--- config.mk ---
export PLATFORM = sky130hd
export DESIGN_NAME = tcw_ctrl
export DESIGN_NICKNAME = d
export VERILOG_FILES = /design/src/design/tcw_pkg.sv /design/src/design/tcw_ctrl.sv
export SDC_FILE = /design/constraint.sdc
export NUM_CORES = 1
export LEC_CHECK = 0
export ABC_AREA = 1
export BUFFER_PORTS_ARGS = -buffer_cell sky130_fd_sc_hd__buf_2
export CORE_AREA = 4 4 41 43
export CTS_CLUSTER_SIZE = 24
export DETAILED_ROUTE_END_ITERATION = 7
export DIE_AREA = 0 0 45 47
export SYNTH_ARGS = -nofsm -noshare
export SYNTH_HDL_FRONTEND = slang
export SYNTH_SLANG_ARGS = --single-unit
--- constraint.sdc ---
create_clock -name i_clk -period 1.2 [get_ports i_clk]
set_input_delay 0.12 -clock i_clk [delete_from_list [all_inputs] [get_ports i_clk]]
set_output_delay 0.12 -clock i_clk [all_outputs]
set_load 0.01 [all_outputs]
--- src/design/tcw_pkg.sv ---
// ----------------------------------------------------------------------------
// tcw_pkg
// Shared codes and the command and status bundles between the console
// writer's controller and datapath.
// ----------------------------------------------------------------------------
`default_nettype none

package tcw_pkg;

    // request codes
    localparam logic [1:0] REQ_PUT   = 2'd0;
    localparam logic [1:0] REQ_CLEAR = 2'd1;
    localparam logic [1:0] REQ_READ  = 2'd2;

    localparam logic [7:0] NEWLINE_CODE  = 8'd10;
    localparam logic [7:0] SPACE_CODE    = 8'd32;
    localparam logic [7:0] RESET_COLOR   = 8'd15;

    // controller to datapath
    typedef struct packed {
        logic accept;     // item taken this cycle
        logic sweep_wr;   // write one fill cell
        logic load_read;  // capture read data into the result register
    } t_ctl_cmd;

    // datapath to controller
    typedef struct packed {
        logic can_load;   // result register free this cycle
        logic is_read;    // offered item is a read
        logic is_clear;   // offered item is a clear
        logic scroll;     // offered item is a put that scrolls
        logic sweep_last; // fill writes its last cell this cycle
    } t_dp_status;

endpackage

`default_nettype wire

--- src/design/tcw_ctrl.sv ---
// ----------------------------------------------------------------------------
// tcw_ctrl
// Sequencer for the console writer: clearing pass, item intake, read wait
// and line or screen fill.
// ----------------------------------------------------------------------------
`default_nettype none

module tcw_ctrl (
    input  wire                  i_clk,
    input  wire                  i_rst_n,
    input  wire                  i_in_valid,
    input  tcw_pkg::t_dp_status  i_status,
    output tcw_pkg::t_ctl_cmd    o_cmd,
    output logic                 o_in_stall
);
    import tcw_pkg::*;

    typedef enum logic [3:0] {
        S_INIT = 4'b0001,
        S_IDLE = 4'b0010,
        S_READ = 4'b0100,
        S_FILL = 4'b1000
    } t_state;

    t_state r_state, n_state;

    always_comb begin
        n_state = r_state;
        o_cmd   = '0;
        case (r_state)
            S_INIT: begin
                o_cmd.sweep_wr = 1'b1;
                if (i_status.sweep_last) begin
                    n_state = S_IDLE;
                end
            end
            S_IDLE: begin
                if (i_in_valid && i_status.can_load) begin
                    o_cmd.accept = 1'b1;
                    if (i_status.is_read) begin
                        n_state = S_READ;
                    end else if (i_status.is_clear || i_status.scroll) begin
                        n_state = S_FILL;
                    end
                end
            end
            S_READ: begin
                o_cmd.load_read = 1'b1;
                n_state         = S_IDLE;
            end
            S_FILL: begin
                o_cmd.sweep_wr = 1'b1;
                if (i_status.sweep_last) begin
                    n_state = S_IDLE;
                end
            end
            default: begin
                n_state = S_IDLE;
            end
        endcase
    end

    always_ff @(posedge i_clk) begin
        if (!i_rst_n) begin
            r_state <= S_INIT;
        end else begin
            r_state <= n_state;
        end
    end

    assign o_in_stall = !((r_state == S_IDLE) && i_status.can_load);

endmodule

`default_nettype wire

Yosys cells after proc, flatten, opt, wreduce, memory -nomap -nowiden. Index checks and enable logic that the tools add are counted.

Bits in registers: 4. Word-level logic and storage cells: 23.

Equality and inequality tests: 7. Reduce and logical (&&, ||, !) cells: 6. Multiplexer cells: 9.

Operator list (count): 4-bit 2-to-1 mux (4); 4-bit case mux with 2 select lines (1); 4-bit by 1-bit == test with 1-bit output (second input constant) (1); 4-bit by 2-bit == test with 1-bit output (second input constant) (1); 4-bit by 3-bit == test with 1-bit output (second input constant) (1); 4-bit == test (second input constant) (1); 1-bit 2-to-1 mux (4); 3-bit != test (second input constant) (1); 3-bit AND reduction (1); 1-bit logical AND (2); 2-bit by 1-bit != test with 1-bit output (second input constant) (1); 2-bit != test (second input constant) (1); 2-bit OR reduction (1); 1-bit zero test (1); 1-bit logical OR (1).

Logic depth before layout (Yosys ltp).
Depth in word-level cells: 5. Mapped depth: 7. Depth with buffers taken out: 7.

Worst setup path before layout. OpenSTA, ideal clock, no wires.

Path kind: flip-flop to flip-flop. Start: reg r_state[2]. End: reg r_state[3]. Setup time: 0.115 ns. Data required time: 1.085 ns. Data arrival time: 0.803 ns. Stages on the path, launching flop included: 7. Setup slack: 0.282 ns. Clock period less this slack: 0.918 ns. Cells stage by stage: dfxtp_1 > inv_1 > nand2_2 > nor2_4 > nand2_2 > a21oi_1 > nor2_1.

Cells in the longest elaborated chain, start to end: 4. Elaborated cells between the ends (all ways): 9. Classes of those cells: eq/ne (6); mux (1); reduce/logical (2).

RTL lines: start: declaration (line tcw_ctrl.sv:25) `t_state r_state, n_state;`; start signal: assignment (line tcw_ctrl.sv:67) `r_state <= n_state;`; 4-bit == test / 4-bit by 1-bit == test with 1-bit output (equally long branches) (line tcw_ctrl.sv:30) `case (r_state)`; 2-bit OR reduction (no line); 2-bit by 1-bit != test with 1-bit output (no line); 3-bit AND reduction (no line).

Several ways; a longest one is shown, not always the timed one. A chain may end at the register's enable or synchronous reset.

==> impl_results.html <==
<table>
<tr><th>Metric</th><th>Value</th></tr>
<tr><th colspan="2">Worst setup path</th></tr>
<tr><td>Crit path max-delay cell type</td><td>sky130_fd_sc_hd__dfxtp_1</td></tr>
<tr><td>Sort of element at the end of the critical path</td><td>primary output</td></tr>
<tr><td>Critical path launch point type</td><td>flip-flop</td></tr>
<tr><td>Critical path type</td><td>flip-flop to primary output</td></tr>
<tr><td>Maximum fanout count along the critical path</td><td>3</td></tr>
<tr><td>CP Data Arrival Time</td><td>1.04 ns</td></tr>
<tr><td>Critical path buffers and inverters</td><td>2</td></tr>
<tr><td>Delay of the slowest critical-path stage</td><td>0.35 ns</td></tr>
<tr><td>Critical Path, Cell by Cell</td><td>nand2_2 &gt; nor2_4 &gt; inv_2 &gt; nor2_1 &gt; buf_2</td></tr>
<tr><td>Req. time, crit path</td><td>1.08 ns</td></tr>
<tr><td>Critical path's top delay family</td><td>flip-flops</td></tr>
<tr><th colspan="2">Floorplan</th></tr>
<tr><td>Die height</td><td>47 um</td></tr>
<tr><td>Floorplan die area</td><td>0.00212 sq mm</td></tr>
<tr><td># IOs</td><td>12</td></tr>
<tr><td>Initial Util</td><td>19.5%</td></tr>
<tr><td>Horizontal die dimension</td><td>45 um</td></tr>
<tr><td>CORE AREA</td><td>0.00130 sq mm</td></tr>
<tr><td>Rows</td><td>13</td></tr>
<tr><th colspan="2">Global route</th></tr>
<tr><td>Antenna violations before repair</td><td>0</td></tr>
<tr><td>Gr ovfl total</td><td>0</td></tr>
<tr><td>Pin count of the biggest net entering global routing</td><td>5</td></tr>
<tr><td>Total global routing track utilization</td><td>6.64%</td></tr>
<tr><td>Number of global-route vias before repair</td><td>258</td></tr>
<tr><td>Wire length of the first global-routing pass</td><td>938 um</td></tr>
<tr><th colspan="2">Clocking</th></tr>
<tr><td>Clock insertion delay at the later pin of the skew report</td><td>0.23 ns</td></tr>
<tr><td>Cts bufs inserted</td><td>3</td></tr>
<tr><td>Clock tree root buffer cell</td><td>sky130_fd_sc_hd__clkbuf_4</td></tr>
<tr><td>Number of buffers between clock root and the deepest sink</td><td>2</td></tr>
<tr><td>Clk sinks</td><td>4</td></tr>
<tr><td># hold bufs at CTS</td><td>0</td></tr>
<tr><td>Max H-tree Level</td><td>1</td></tr>
<tr><td>CTS tree</td><td>done</td></tr>
<tr><td>Clock transition at the registers of the reported paths</td><td>0.04 ns</td></tr>
<tr><th colspan="2">Synth</th></tr>
<tr><td>Complex-gate fraction of the synthesized area</td><td>3.94%</td></tr>
<tr><td>Synthesis warning total</td><td>0</td></tr>
<tr><td>Post-synthesis xor/xnor area fraction</td><td>0%</td></tr>
<tr><td>Most instantiated library cell after synthesis</td><td>sky130_fd_sc_hd__nand2_1</td></tr>
<tr><td>Average size of a mapped cell</td><td>6.51 sq um</td></tr>
<tr><td>Leading post-synthesis cells by cell area</td><td>sky130_fd_sc_hd__dfxtp_1, sky130_fd_sc_hd__nand2_1, sky130_fd_sc_hd__inv_1</td></tr>
<tr><td>Top FF cell, synth</td><td>sky130_fd_sc_hd__dfxtp_1</td></tr>
<tr><td>Dominant combinational cell family by area after synthesis</td><td>simple AND/OR/NAND/NOR gates</td></tr>
<tr><td>Asr flop ratio synth</td><td>0%</td></tr>
<tr><td>Top cell type's share of synthesized area</td><td>31.5%</td></tr>
<tr><td>Unique masters post-synth</td><td>13</td></tr>
<tr><td>Simple-gate area share of the yosys netlist</td><td>52.7%</td></tr>
<tr><td>Mux share of post-synthesis cell area</td><td>0%</td></tr>
<tr><td>Most area-hungry cell type in the Yosys netlist</td><td>sky130_fd_sc_hd__dfxtp_1</td></tr>
<tr><td>Synth Cell Area</td><td>254 sq um</td></tr>
<tr><td>Sequential-to-total area share from yosys stat</td><td>31.5%</td></tr>
<tr><td>EDFF count, synth</td><td>0</td></tr>
<tr><td>Syn nets</td><td>47</td></tr>
<tr><td>Cell count after synthesis</td><td>39</td></tr>
<tr><td>Most numerous cell types in the synthesized netlist</td><td>sky130_fd_sc_hd__nand2_1, sky130_fd_sc_hd__inv_1, sky130_fd_sc_hd__dfxtp_1, sky130_fd_sc_hd__nor2_1</td></tr>
<tr><td>Count of state elements after synthesis</td><td>4</td></tr>
<tr><td>Area share of fa/ha/maj cells after synthesis</td><td>0%</td></tr>
<tr><th colspan="2">Timing</th></tr>
<tr><td>Final sum of negative setup slack</td><td>0 ns</td></tr>
<tr><td>Final number of setup-violating endpoints</td><td>0</td></tr>
<tr><td>Final worst-path cycle share</td><td>96.8%</td></tr>
<tr><td>Worst max-slew margin expressed relative to the limit</td><td>88.0%</td></tr>
<tr><td>Final hold violation count</td><td>0</td></tr>
<tr><td>Worst hold slack</td><td>0.0726 ns</td></tr>
<tr><td>Setup repair after global routing missed its margin</td><td>yes</td></tr>
<tr><td>Top achievable clock speed</td><td>861 MHz</td></tr>
<tr><td>Clock period minus worst slack</td><td>1.16 ns</td></tr>
<tr><td>Slew at the pin closest to its max-slew limit</td><td>0.178 ns</td></tr>
<tr><td>Setup skew after layout</td><td>0.000977 ns</td></tr>
<tr><td>Number of max-slew violations in the final report</td><td>0</td></tr>
<tr><th colspan="2">Worst hold path</th></tr>
<tr><td>Class of the tightest hold or removal check</td><td>input port to flip-flop</td></tr>
<tr><th colspan="2">Power</th></tr>
<tr><td>Post-route total power</td><td>462 uW</td></tr>
<tr><td>Leakage</td><td>0.000197 uW</td></tr>
<tr><td>Peak ir drop on the vdd network</td><td>0.468 mV</td></tr>
<tr><td>Power density cells</td><td>1280 mW/mm^2</td></tr>
<tr><th colspan="2">Drt</th></tr>
<tr><td>DRT antenna net count</td><td>0</td></tr>
<tr><td>Violation count after the first detailed-route iteration</td><td>3</td></tr>
<tr><td>Post-detailed-route via-to-cell ratio</td><td>3.90</td></tr>
<tr><td>Final routed wire length divided by cell count</td><td>8.12 um</td></tr>
<tr><td>DR vias</td><td>269</td></tr>
<tr><td>Final Routed Wirelength</td><td>560 um</td></tr>
<tr><td>First-pass detailed-route iteration total</td><td>4</td></tr>
<tr><td>Number of DRC violations after detailed routing</td><td>0</td></tr>
<tr><th colspan="2">Layout</th></tr>
<tr><td>Nets</td><td>64</td></tr>
<tr><td>Layout cells sized above 1</td><td>50.0%</td></tr>
<tr><td>Area growth from synthesis to final layout</td><td>41.9%</td></tr>
<tr><td>Number of flip-flops under the largest register name</td><td>4</td></tr>
<tr><td>Antenna Diode Count</td><td>0</td></tr>
<tr><td>Regs by FF count</td><td>r_state x4</td></tr>
<tr><td>Register ranked first by flip-flop count</td><td>r_state</td></tr>
<tr><td>Final core utilization</td><td>27.7%</td></tr>
<tr><th colspan="2">Placed design</th></tr>
<tr><td>Port Buf Inserts</td><td>11</td></tr>
<tr><td>Detailed Place HPWL</td><td>430 um</td></tr>
<tr><td>RD Place Congestion</td><td>0.720</td></tr>
<tr><th colspan="2">Run status</th></tr>
<tr><td>Result of the run</td><td>finished clean</td></tr>
<tr><th colspan="2">Run</th></tr>
<tr><td>Total of max-cap violations</td><td>0</td></tr>
</table>
==> layer usage <==
layer  routed length (um)  GRT usage [%]  vias to the layer above
met2                  259           9.89                        9
met1                  235           6.36                      111
li1                     -              -                      147
met3                   54           4.60                        2
met4                   10           5.26                        0
met5                    0              0                        -
==> worst paths after layout <==
check	start	end	slack [ns]	cells past startpoint
worst max-delay path	r_state[1]$_SDFFE_PN0P_	o_cmd[2]	0.04	5
worst min-delay path	i_rst_n	r_state[0]$_SDFFE_PN1P_	0.07	2
worst max register to register	r_state[1]$_SDFFE_PN0P_	r_state[3]$_SDFFE_PN0P_	0.13	6
worst min register to register	r_state[0]$_SDFFE_PN1P_	r_state[0]$_SDFFE_PN1P_	0.46	2
==> final cells by class <==
| class | count | area [sq um] |
|---|---|---|
| sequential | 4 | 82.6 |
| multi-input combinational | 27 | 144 |
| tap | 15 | 18.8 |
| clock buffer | 3 | 22.5 |
| timing repair buffer | 12 | 62.6 |
| fill | 151 | 941 |
| inverter | 8 | 30.0 |
==> logic make-up after synthesis <==
family,Yosys count
AOI/OAI and AO/OA,2
buffers and inverters,8
DFF,4
and+or+nand+nor,25
==> cell usage in the layout, fill, tap and decap left out <==
| cell | n |
|---|---|
| sky130_fd_sc_hd__dfxtp_1 | 2 |
| sky130_fd_sc_hd__buf_4 | 1 |
| sky130_fd_sc_hd__and3_1 | 1 |
| sky130_fd_sc_hd__nor2_1 | 4 |
| sky130_fd_sc_hd__nand2_2 | 2 |
| sky130_fd_sc_hd__clkbuf_4 | 3 |
| sky130_fd_sc_hd__nand2_1 | 12 |
| sky130_fd_sc_hd__nor2_4 | 1 |
| sky130_fd_sc_hd__dfxtp_2 | 2 |
| sky130_fd_sc_hd__nand3_2 | 1 |
| sky130_fd_sc_hd__a21oi_1 | 2 |
| sky130_fd_sc_hd__nor3_1 | 2 |
| sky130_fd_sc_hd__inv_1 | 4 |
| sky130_fd_sc_hd__nand2_4 | 1 |
| sky130_fd_sc_hd__inv_2 | 4 |
| sky130_fd_sc_hd__nand4_2 | 1 |
| sky130_fd_sc_hd__buf_2 | 11 |
==> stage by stage <==
step	area, sq um	std cells	setup slack (ns)
2_1_floorplan	254	39	0.282
3_3_place_gp	328	65	0.223
3_5_place_dp	328	65	0.214
4_1_cts	359	69	0.000387
5_1_grt	360	69	-0.0509
6_report	360	69	0.0388
==> power by group <==
group / internal, uW / total, uW / switching, uW
Clock: 112 / 166 / 54.6
Sequential: 150 / 162 / 12.3
Combinational: 57.7 / 134 / 75.9
==> timing repair <==
item                       in CTS  in global routing
pin swaps                       1                  1
gates resized for setup         2                  2
setup endpoints to repair       1                  3
setup buffers                   1                  0
No activity file was read; power rests on OpenSTA's default activity.
